==> src/sv/gpf_sqrt.sv <==
`timescale 1ns / 1ps
module gpf_sqrt #(
  parameter  int IW = 66,
  localparam int OW = (IW + 1) / 2
) (
  input  logic          clk,
  input  logic [IW-1:0] x,
  output logic [OW-1:0] root
);

  logic [OW:0]     rem_r  [OW];
  logic [OW-1:0]   root_r [OW];
  logic [2*OW-1:0] x_r    [OW];

  // One root bit per stage, two radicand bits consumed per stage
  for (genvar k = 0; k < OW; k++) begin : g_stage
    logic [OW:0]     rem_in;
    logic [OW-1:0]   root_in;
    logic [2*OW-1:0] x_in;
    logic [OW+2:0]   r2;
    logic [OW+2:0]   trial;
    logic            ge;

    if (k == 0) begin : g_first
      assign rem_in  = '0;
      assign root_in = '0;
      assign x_in    = (2*OW)'(x);
    end else begin : g_next
      assign rem_in  = rem_r[k-1];
      assign root_in = root_r[k-1];
      assign x_in    = x_r[k-1];
    end

    assign r2    = {rem_in, x_in[2*OW-1 -: 2]};
    assign trial = (OW+3)'({root_in, 2'b01});
    assign ge    = r2 >= trial;

    always_ff @(posedge clk) begin
      rem_r[k]  <= ge ? (OW+1)'(r2 - trial) : (OW+1)'(r2);
      root_r[k] <= {root_in[OW-2:0], ge};
      x_r[k]    <= x_in << 2;
    end
  end

  assign root = root_r[OW-1];

endmodule

==> config.mk <==
export PLATFORM = sky130hd
export DESIGN_NAME = gpf_sqrt
export DESIGN_NICKNAME = d
export VERILOG_FILES = /design/src/sv/gpf_sqrt.sv
export SDC_FILE = /design/constraint.sdc
export NUM_CORES = 2
export LEC_CHECK = 0
export BUFFER_PORTS_ARGS = -buffer_cell sky130_fd_sc_hd__buf_2
export CORE_MARGIN = 8
export CORE_UTILIZATION = 41
export DETAILED_ROUTE_END_ITERATION = 6
export HOLD_SLACK_MARGIN = 0.15
export PLACE_DENSITY = 0.68
export SKIP_LAST_GASP = 1
export SLEW_MARGIN = 20
export SYNTH_ARGS = -nofsm -noshare
export SYNTH_HDL_FRONTEND = slang
export SYNTH_MEMORY_MAX_BITS = 65536
export SYNTH_SLANG_ARGS = --single-unit
export TNS_END_PERCENT = 5
==> constraint.sdc <==
create_clock -name clk -period 4.5 [get_ports clk]
set_clock_uncertainty 0.1 [all_clocks]
set_input_delay 0.45 -clock clk [delete_from_list [all_inputs] [get_ports clk]]
set_output_delay 0.45 -clock clk [all_outputs]
set_load 0.05 [all_outputs]
* Yosys cells after proc, flatten, opt, wreduce, memory -nomap -nowiden *
Memories as Yosys holds them, arrays and structs flattened.
Index checks and enable logic that the tools add are counted.

storage, ports and cells
  logic and storage cells = 102
  memories kept = 3
  register bits after elaboration = 0
  RAM bits = 4323
  input port bits = 67
  output and inout port bits = 33

memories
  name    words  width  read ports  clocked after memory_dff  write ports  RTL line  RTL
  x_r     33     64     32          0                         33           13        logic [2*OW-1:0] x_r [OW];
  rem_r   33     34     32          0                         33           11        logic [OW:0] rem_r [OW];
  root_r  33     33     33          0                         33           12        logic [OW-1:0] root_r [OW];

operators by class
  add/subtract/negate cells = 33
  multiplexer cells = 33
  order comparisons = 33

operators by type and width
  kind                                                 count
  >= comparator 36 x 35 -> 1 bit                       32
  2-to-1 mux 34 bit                                    33
  subtractor 34 bit                                    32
  subtractor 2 x 1 -> 3 bit, second input constant     1
  >= comparator 2 x 1 -> 1 bit, second input constant  1

* Depth between registers and ports, before layout *
An unclocked memory read counts as a cell.

  depth after elaboration = 3
  gate-level depth with buffers = 14
  depth with buffers taken out = 12

* Least setup slack after synthesis *
No wires, ideal clock.

  path type = register to register
  from = memory root_r[18][0] (netlist bit)
  to = memory rem_r[0][650] (netlist bit)
  setup slack = 1.042 ns
  required time = 4.279 ns
  path buffers = 1
  arrival time = 3.237 ns
  cell stages (with the launch flop) = 12
  period minus slack after synthesis = 3.458 ns
  setup time = 0.121 ns
  cell sequence = dfxtp_1 inv_1 ha_1 nor2b_1 o21a_1 o21ai_0 a21oi_1 a2111oi_0 o31ai_1 a31oi_1 buf_2 mux2_2

RTL lines
  item                RTL line
  start: declaration  12
  end: declaration    11

==> flow_metrics.env <==
export IMPL_gr_total_overflow=0
export IMPL_ys_flop_type="dfxtp_1"
export IMPL_drt_iter0_markers=4089
export IMPL_crit_start="root_r[29][0]"
export IMPL_route_detailed_drc=0
export IMPL_finalNetCount=10700
export IMPL_period_minus_slack_ns=4.16
export IMPL_avgSynthCellArea_sq_um=10.1
export IMPL_grt_pass1_vias=67400
export IMPL_area_growth_pct=15.8
export IMPL_dp_hpwl_mm=158
export IMPL_cts_buffers=287
export IMPL_post_synth_inst_count=9684
export IMPL_path_clk_slew_ns=0.06
export IMPL_critical_path_cell_chain="inv_1, ha_1, nor2b_1, o2111ai_1, a32oi_1, a31oi_1, a2111oi_0, or2_2, o21a_2, buf_4, nor2_1, a21oi_1"
export IMPL_reg2reg_depth=12
export IMPL_r2r_end="rem_r[0][1026]"
export IMPL_final_core_util=0.476
export IMPL_drive_gt1_frac=0.0746
export IMPL_ir_drop_v=0.000389
export IMPL_h_tree_depth=5
export IMPL_cts_tree="built"
export IMPL_finalInstanceArea_sq_um=113000
export IMPL_end_kind="flop"
export IMPL_worst_pin_slew_ns=0.944
export IMPL_synth_edf_count=0
export IMPL_firstDrtPassIters=6
export IMPL_core_sq_um=237000
export IMPL_cp_max_fo=29
export IMPL_grt_antenna_before_repair=3
export IMPL_syn_nets=10300
export IMPL_grt_pass1_wl_mm=342
export IMPL_dp_cells=12800
export IMPL_hold_worst_slack_ns=0.166
export IMPL_route_detailed_wl_per_inst_microns=15.7
export IMPL_yosys_area_share_simple=0.130
export IMPL_fillCellCount=21600
export IMPL_slew_violations=0
export IMPL_fin_crit_sh=0.924
export IMPL_p_leak_nw=52.6
export IMPL_synth_area_mux_share=0.00960
export IMPL_yosysWarnings=0
export IMPL_vias=67600
export IMPL_synthTopCellsByArea="dfxtp_1, ha_1, xnor2_1"
export IMPL_yosys_area_share_xor_xnor=0.0784
export IMPL_cp_depth=12
export IMPL_tns_ns=0
export IMPL_slew_headroom=0.354
export IMPL_fmax_mhz=241
export IMPL_worstPathRequired_ns=5.20
export IMPL_synth_top_family_by_area="simple AND/OR/NAND/NOR gates"
export IMPL_crit_path_start_kind="flop"
export IMPL_chipWidth_microns=504
export IMPL_ys_seq_area_frac=0.544
export IMPL_clockBufferDepth=4
export IMPL_regToRegSetupSlack_ns=0.34
export IMPL_insertion_delay_ns=0.93
export IMPL_cpPeakStageDelay_ns=0.90
export IMPL_crit_end="rem_r[0][1026]"
export IMPL_synth_largest_area_cell="dfxtp_1"
export IMPL_critical_path_top_delay_family="compound AO/OA/AOI/OAI gates"
export IMPL_worstPathArrival_ns=4.86
export IMPL_setup_viol=0
export IMPL_die_h_microns=504
export IMPL_start_util=0.411
export IMPL_cts_root_buffer="clkbuf_16"
export IMPL_std_cell_rows=179
export IMPL_postRouteAntennaNets=0
export IMPL_cts_sinks=2654
export IMPL_powerDensity_nw_per_um2=578
export IMPL_placed_area_sq_um=102000
export IMPL_r2r_start="root_r[29][0]"
export IMPL_yosysTopAreaCellShare=0.544
export IMPL_cpMaxStageDelayCell="a2111oi_0"
export IMPL_finalNonFillerCells=13400
export IMPL_grt_max_degree=55
export IMPL_hold_class="flop to flop"
export IMPL_ys_types=94
export IMPL_vias_per_cell=5.03
export IMPL_rsz0062_at_grt="false"
export IMPL_path_class="flop to flop"
export IMPL_place_gp_congestion=0.899
export IMPL_maxCapViolCount=0
export IMPL_critPathBufInv=2
export IMPL_grt_use_total=0.159
export IMPL_async_flop_share=0
export IMPL_routed_wirelength_mm=211
export IMPL_status="completed"
export IMPL_dieArea_sq_um=254000
export IMPL_hold_viol=0
export IMPL_io_buffers=99
export IMPL_synth_compound_area_frac=0.126
export IMPL_synth_area_sq_um=97700
export IMPL_ys_ff_latch=2654
export IMPL_io_pin_count=100
export IMPL_synth_fa_ha_area_frac=0.0764
registers in the layout, indices dropped and copies added, names as in the netlist:
name / cells
root_r: 561
x_r: 1056
rem_r: 1037
report_power, final:
group | internal (W) | total [W] | switching [W]
clock | 0.0150 | 0.0241 | 0.00917
combinational | 0.00486 | 0.0109 | 0.00605
sequential | 0.0274 | 0.0304 | 0.00296
cells by family (layout without fill, tap and decap cells):
group                      count (synthesis)  after routing
and+or+nand+nor                         2570           2570
DFF                                     2654           2654
AOI/OAI and AO/OA                       1961           1961
other                                      1              2
buffers and inverters                    943           1535
xor gates and xnor gates                 874            874
adders and majority gates                596            596
muxes                                     85             85
cell usage in the layout (no fill, tap or decap), types with 107 or more instances in the layout:
master,count
a21oi_1,583
nor4_1,129
nand3_1,159
clkbuf_16,291
dlygate4sd3_1,133
dfxtp_1,2654
nor2_1,582
o21a_1,107
nand2_1,719
a21o_1,248
xor2_1,425
o21ai_0,503
or3_1,110
ha_1,596
inv_1,755
xnor2_1,449
nor3_1,259
nand2b_1,112
metal layers:
metal	share of wire	GRT usage
met1	0.43	0.190
met2	0.49	0.288
met3	0.043	0.0254
met4	0.036	0.0583
met5	0	0
worst min path at each step:
stage / startpoint / depth (start not counted) / to / slack (ns)
after floorplan: x_r[0][934] / 0 / x_r[0][1000] / 0.21
after detailed placement: x_r[0][1526] / 0 / x_r[0][1592] / 0.21
final: x_r[0][726] / 0 / x_r[0][792] / 0.17
after CTS: x_r[0][726] / 0 / x_r[0][792] / 0.17
after global placement: x_r[0][661] / 0 / x_r[0][727] / 0.21
after global routing: x_r[0][726] / 0 / x_r[0][792] / 0.17
cell usage after synthesis, types with 110 or more instances:
cell and instances:
ha_1 596, nand3_1 159, xnor2_1 449, or3_1 110, nor3_1 259, clkbuf_1 157
o21ai_0 503, inv_1 755, nand2b_1 112, nand2_1 719, nor4_1 131, dfxtp_1 2654
nor2_1 583, xor2_1 425, a21o_1 248, a21oi_1 584
cell type report:
class                   instances  area, sq um  area share
flip-flops and latches       2654        53100       0.470
clock buffers                 377         8130      0.0719
well taps                    3167         3960      0.0350
multi-input cells            6087        41000       0.363
diodes                          1         2.50   0.0000221
clock inverters               118         1730      0.0153
repair buffers                282         2240      0.0198
inverters                     758         2850      0.0252
per-stage QoR:
stage	setup WS, ns	power (W)
after floorplan	1.04	0.0382
after CTS	0.519	0.0661
after global placement	0.595	0.0414
after detailed placement	0.587	0.0416
final	0.343	0.0654
after global routing	0.210	0.0688
timing repair:
action	4_1_cts	5_1_grt
resized for setup	0	0
setup buffers	0	0
hold endpoints to repair	67	0
hold buffers	133	0
Note: power is estimated with default switching activity, not from simulation.
