## src/sv/gpf_pkg.sv

```systemverilog
`timescale 1ns / 1ps
package gpf_pkg;

  // Fixed field widths
  localparam int GRAV_W     = 32;
  localparam int MASS_W     = 32;
  localparam int DSQ_W      = 48;
  localparam int OUT_W      = 48;
  localparam int PROD_W     = GRAV_W + 2 * MASS_W;
  localparam int CFG_IDX_W  = 2;
  localparam int CFG_DATA_W = 48;

  // Width of one partial product slice in the multipliers
  localparam int MUL_CH = 32;

  // Register reset values
  localparam logic [GRAV_W-1:0] GRAV_RESET    = GRAV_W'(65536);
  localparam logic [DSQ_W-1:0]  MIN_DSQ_RESET = DSQ_W'(327680);
  localparam logic [DSQ_W-1:0]  MAX_DSQ_RESET = DSQ_W'(6553600);

  // Output limits, as magnitudes
  localparam logic [OUT_W-1:0] OUT_POS_MAX = {1'b0, {(OUT_W-1){1'b1}}};
  localparam logic [OUT_W-1:0] OUT_NEG_MAG = {1'b1, {(OUT_W-1){1'b0}}};

  // Configuration register indexes
  typedef enum logic [CFG_IDX_W-1:0] {
    CFG_GRAV    = 2'd0,
    CFG_MIN_DSQ = 2'd1,
    CFG_MAX_DSQ = 2'd2
  } cfg_idx_t;

  // Per-pair flags carried alongside the datapath
  typedef struct packed {
    logic neg_x;
    logic neg_y;
    logic zero;
  } side_t;

  // One saturated force component
  typedef struct packed {
    logic [OUT_W-1:0] value;
    logic             clip;
  } comp_t;

  // Cycles from the accepting edge to the edge that takes the result
  function automatic int gpf_result_lat(input int pos_w);
    int aw;
    int sw;
    int rw;
    int lsq;
    int tm;
    int magw;
    int ln;
    int to;
    aw   = pos_w + 1;
    sw   = 2 * aw + 1;
    rw   = (sw + 1) / 2;
    lsq  = (aw + MUL_CH - 1) / MUL_CH;
    tm   = lsq + 3 + PROD_W + 1;
    magw = OUT_W + rw + 1;
    ln   = (magw + MUL_CH - 1) / MUL_CH;
    to   = tm + ln + 1;
    return to + OUT_W + 2;
  endfunction

endpackage

```

## src/sv/gpf_mul.sv

```systemverilog
`timescale 1ns / 1ps
module gpf_mul #(
  parameter int WA = 32,
  parameter int WB = 32
) (
  input  logic             clk,
  input  logic [WA-1:0]    a,
  input  logic [WB-1:0]    b,
  output logic [WA+WB-1:0] p
);

  import gpf_pkg::*;

  localparam int NCH = (WA + MUL_CH - 1) / MUL_CH;
  localparam int AP  = NCH * MUL_CH;
  localparam int PW  = WA + WB;

  logic [AP-1:0] a_r   [NCH];
  logic [WB-1:0] b_r   [NCH];
  logic [PW-1:0] acc_r [NCH];

  // One slice of a per stage, accumulated into the running product
  for (genvar k = 0; k < NCH; k++) begin : g_stage
    logic [AP-1:0]        a_in;
    logic [WB-1:0]        b_in;
    logic [PW-1:0]        acc_in;
    logic [MUL_CH+WB-1:0] pp;

    if (k == 0) begin : g_first
      assign a_in   = AP'(a);
      assign b_in   = b;
      assign acc_in = '0;
    end else begin : g_next
      assign a_in   = a_r[k-1];
      assign b_in   = b_r[k-1];
      assign acc_in = acc_r[k-1];
    end

    assign pp = a_in[k*MUL_CH +: MUL_CH] * b_in;

    always_ff @(posedge clk) begin
      a_r[k]   <= a_in;
      b_r[k]   <= b_in;
      acc_r[k] <= acc_in + (PW'(pp) << (k * MUL_CH));
    end
  end

  assign p = acc_r[NCH-1];

endmodule

```

## config.mk

```make
export PLATFORM = sky130hd
export DESIGN_NAME = gpf_mul
export DESIGN_NICKNAME = d
export VERILOG_FILES = /design/src/sv/gpf_pkg.sv /design/src/sv/gpf_mul.sv
export SDC_FILE = /design/constraint.sdc
export NUM_CORES = 2
export LEC_CHECK = 0
export BUFFER_PORTS_ARGS = -buffer_cell sky130_fd_sc_hd__buf_2
export CAP_MARGIN = 20
export CORE_AREA = 5 5 400 323
export CTS_CLUSTER_DIAMETER = 30
export CTS_CLUSTER_SIZE = 40
export DETAILED_ROUTE_END_ITERATION = 6
export DIE_AREA = 0 0 405 328
export PLACE_DENSITY = 0.38
export SYNTH_ARGS = -nofsm -noshare
export SYNTH_HDL_FRONTEND = slang
export SYNTH_SLANG_ARGS = --single-unit
```

## constraint.sdc

```tcl
create_clock -name clk -period 11.69 [get_ports clk]
set_input_delay 2.338 -clock clk [delete_from_list [all_inputs] [get_ports clk]]
set_output_delay 2.338 -clock clk [all_outputs]
set_load 0.1 [all_outputs]
```

* After elaboration in Yosys (flattened, before gate mapping)
Memory sizes are Yosys's and may differ from the RTL's. Cells that the tools add are included.
Cells by class: multipliers 1
Operators with widths (count):
- $mul 32x32->64 | 1
Storage, ports and cells: flip-flop bits (word level) 0, memory bits (writable) 64, input bits 65, output and inout port bits 64, memories kept 1
Memories:
- acc_r | words 1, bits a word 64, rd ports 1, clocked after Yosys merged registers in 0, write ports 1, line gpf_mul.sv:20 | logic [PW-1:0] acc_r [NCH];

* Logic depth before layout (Yosys ltp)
depth in word-level cells 1, mapped depth 29, mapped depth without buffers 27

* Worst setup path after synthesis
OpenSTA, ideal clock, no wires.
kind input to register, start point input port a[25], end point memory acc_r[0][62] in the netlist's numbering, setup time 72 ps, arrival time 9014 ps, data required time 11618 ps, path slack 2604 ps, cell stages on the path 25, cells stage by stage clkbuf_1 nand2_1 fa_1 inv_1 fa_1 inv_1 fa_1 inv_1 fa_1 fa_1 fa_1 fa_1 inv_1 fa_1 inv_1 ha_1 buf_2 nand4_1 or4_1 or3_1 a31oi_1 a31o_2 a211oi_1 o21ai_1 xor2_1
Between the ends: cells in the longest elaborated chain, start to end 1
Ends and longest elaborated chain:
- start, declared | line gpf_mul.sv:7 | input logic [WA-1:0] a,
- $mul 32x32->64 | line gpf_mul.sv:39 | assign pp = a_in[k*MUL_CH +: MUL_CH] * b_in;
- net g_stage[0].pp[62] | line gpf_mul.sv:27 | logic [MUL_CH+WB-1:0] pp;
- end, declared | line gpf_mul.sv:20
The timed path passes the listed nets, and every way through them passes these cells.

* Worst setup path in the final report
start point input port b[17], end point memory acc_r[0][62] in the netlist's numbering
Between the ends: cells in the longest elaborated chain, start to end 1
Ends and longest elaborated chain:
- start, declared | line gpf_mul.sv:8 | input logic [WB-1:0] b,
- $mul 32x32->64 | line gpf_mul.sv:39
- net g_stage[0].pp[62] | line gpf_mul.sv:27
The timed path passes the listed nets, and every way through them passes these cells.

==> summary.txt <==
STA
  • Slew Limit Headroom: 0.367
  • RSZ-0062 raised after global routing: no
  • Worst slew pin tran: ~0.95 ns
  • Setup TNS: 0 ns
  • Fin crit period: between 10 and 15 ns
  • Final hold viol count: 0
  • Setup violators final: 0
  • Tcrit/Tclk final: 0.871
  • Max Freq: just under 100 MHz
  • Final max-slew violation count: 0

Finish
  • Share of cells above drive strength 1: 0.0466
  • Area growth syn-to-layout: 6.67%
  • Largest reg by FF count: acc_r
  • Top Registers: acc_r: 64 flops
  • Max reg flops: between 60 and 70
  • Nets: 4911
  • Most common cell after layout, fill and taps aside: fa_1
  • Most frequent cells in the layout: fa_1, inv_1, and2_1

Die
  • Num rows: about 120
  • Die extent in x: a little over 400 µm
  • Total die area: about 0.13 mm²
  • Initial Utilization: 0.278
  • Die H: approximately 330 µm
  • I/O pins: 129
  • Core Region: 0.125 mm²

Logic synthesis
  • Sequential share of the synthesized area: 0.0370
  • Synth Flop Type: dfxtp_1
  • Xor/xnor share of the synthesized area: 0.0149
  • Syn Inst Count: 3758
  • Synth top area share: 0.518
  • Synth warn: 0
  • Synth async-reset ratio: 0
  • Post-synth EDFFs: 0
  • Largest family of logic cells by synthesized area: adder cells
  • Top cells by area, synth: fa_1, and2_1, ha_1
  • Simple-gate share of the synthesized area: 0.177
  • Syn Nets: approximately 5000
  • Synth Area in Compound Gates: 0.0392
  • Synthesized cell area: around 0.035 mm²
  • Post-synthesis adder-cell area fraction: 0.613
  • Flops & latches, synth: 64
  • Area leader, netlist: fa_1
  • Netlist cell types: 56
  • Fraction of synthesized area in multiplexers: 0.000289
  • Syn avg cell area: between 9 and 10 µm²

Global route
  • GRT Util Overall: 0.180
  • GRT overflow: 0
  • Largest net degree at the start of global routing: 33
  • Vias in the first global route: ~26000
  • First-pass GRT wire length: ~180000 µm
  • Antenna violations before repair: 7

Detailed routing
  • Antenna Nets Post-Route: 0
  • Pre-antenna DRT Iters: 5
  • First DRT Iteration DRCs: between 1000 and 1500
  • WL per Instance: ~21 µm
  • Vias/cell: ~4.4
  • Post-route DRC: 0
  • Routed WL: 115000 µm
  • Via count: ~24000

CTS
  • Post_cts resized: 0
  • CTS tree: yes
  • Max clock buf depth: 2
  • Root Buffer: clkbuf_16
  • CTS H-tree depth: 3
  • Clock Sink Count: 64
  • Setup Buffers After CTS: 0
  • CTS buffer count: 9
  • Clock transition at path regs: 0.06 ns
  • Hold_buf cts: 0

Outcome
  • Status: finished, final reports clean

Worst setup path
  • Max FO, Critical Path: 32
  • Critical path startpoint category: input pin
  • CP Class: in -> reg
  • Critical path arrival: 10.49 ns
  • Crit path capture type: flip-flop
  • Critical Path Start: b[17]
  • CP Data Required Time: ~12 ns

Place
  • IO Port Bufs: 128
  • Global placer's final weighted congestion: approximately 0.81
  • HPWL after detailed placement: 95900 µm

Job
  • Max-Cap Viols: 0

Min path
  • Hold path start: b[0]
  • Hold Path Class: in -> reg
-- cell usage after synthesis (12+ instances only) --
master and instances:
dfxtp_1 64, nand4_1 24, ha_1 263, a21o_1 37, o21ai_0 28, and2_1 603, nand3_1 12, and3_1 14
nand2_1 478, inv_1 863, nor2_1 21, xnor2_1 33, xor2_1 26, a21oi_1 68, clkbuf_1 215, fa_1 896
-- path summary, 6_finish.rpt --
| path | endpoint | slack (ns) | depth (start not counted) |
|---|---|---|---|
| max | acc_r[0][62] | 1.51 | 22 |
| min | acc_r[0][0] | 2.44 | 2 |
-- final cells by class --
cell class	instances	area [µm²]
multi-input cells	2604	29200
clock buffers	10	239
well taps	1652	2070
diodes	4	10.0
flip-flops and latches	64	1280
clock inverters	6	91.3
inverters	863	3240
repair buffers	145	768
fillers	13377	87600
-- routing by layer --
metal	up-vias	GRT usage	part of all wire
li1	10716	-	-
met1	12544	0.309	0.57
met2	427	0.235	0.37
met3	32	0.0279	0.055
met4	0	0.0179	0.0063
met5	-	0	0
-- worst max-delay path: stages --
cell and delay (ns):
buf_2 0.62, nand2_1 0.18, fa_1 0.57, fa_1 0.55
inv_1 0.05, fa_1 0.48, fa_1 0.75, fa_1 0.49
fa_1 0.46, fa_1 0.50, inv_1 0.05, fa_1 0.48
inv_1 0.04, ha_1 0.45, nand4_1 0.25, or4_1 0.47
or3_1 0.37, a31oi_1 0.53, a31o_2 0.32, a211oi_1 0.13
o21ai_1 0.19, xor2_1 0.15
-- through the flow --
| stage | area [µm²] | setup slack (ns) | util | instances | hold WS [ns] |
|---|---|---|---|---|---|
| floorplan | 34600 | 2.60 | - | 3758 | 2.47 |
| global placement | 36600 | 1.20 | 0.294 | 5328 | 2.85 |
| detailed placement | 36600 | 1.14 | 0.294 | 5328 | 2.83 |
| CTS | 36900 | 1.52 | 0.297 | 5344 | 2.41 |
| global route | 36900 | 1.23 | 0.297 | 5344 | 2.43 |
| finish | 36900 | 1.51 | 0.297 | 5348 | 2.44 |
-- logic make-up (layout without fill, tap and decap cells) --
family / Yosys count / in the layout
other cells: 0 / 4
simple gates: 1180 / 1180
compound gates: 205 / 205
fa+ha+maj: 1159 / 1159
flops: 64 / 64
xor+xnor: 59 / 59
buf+inv: 1090 / 1024
mux: 1 / 1
Power is not shown: default switching activity piles up to over one toggle a cycle in this logic, so the estimate is an artifact.
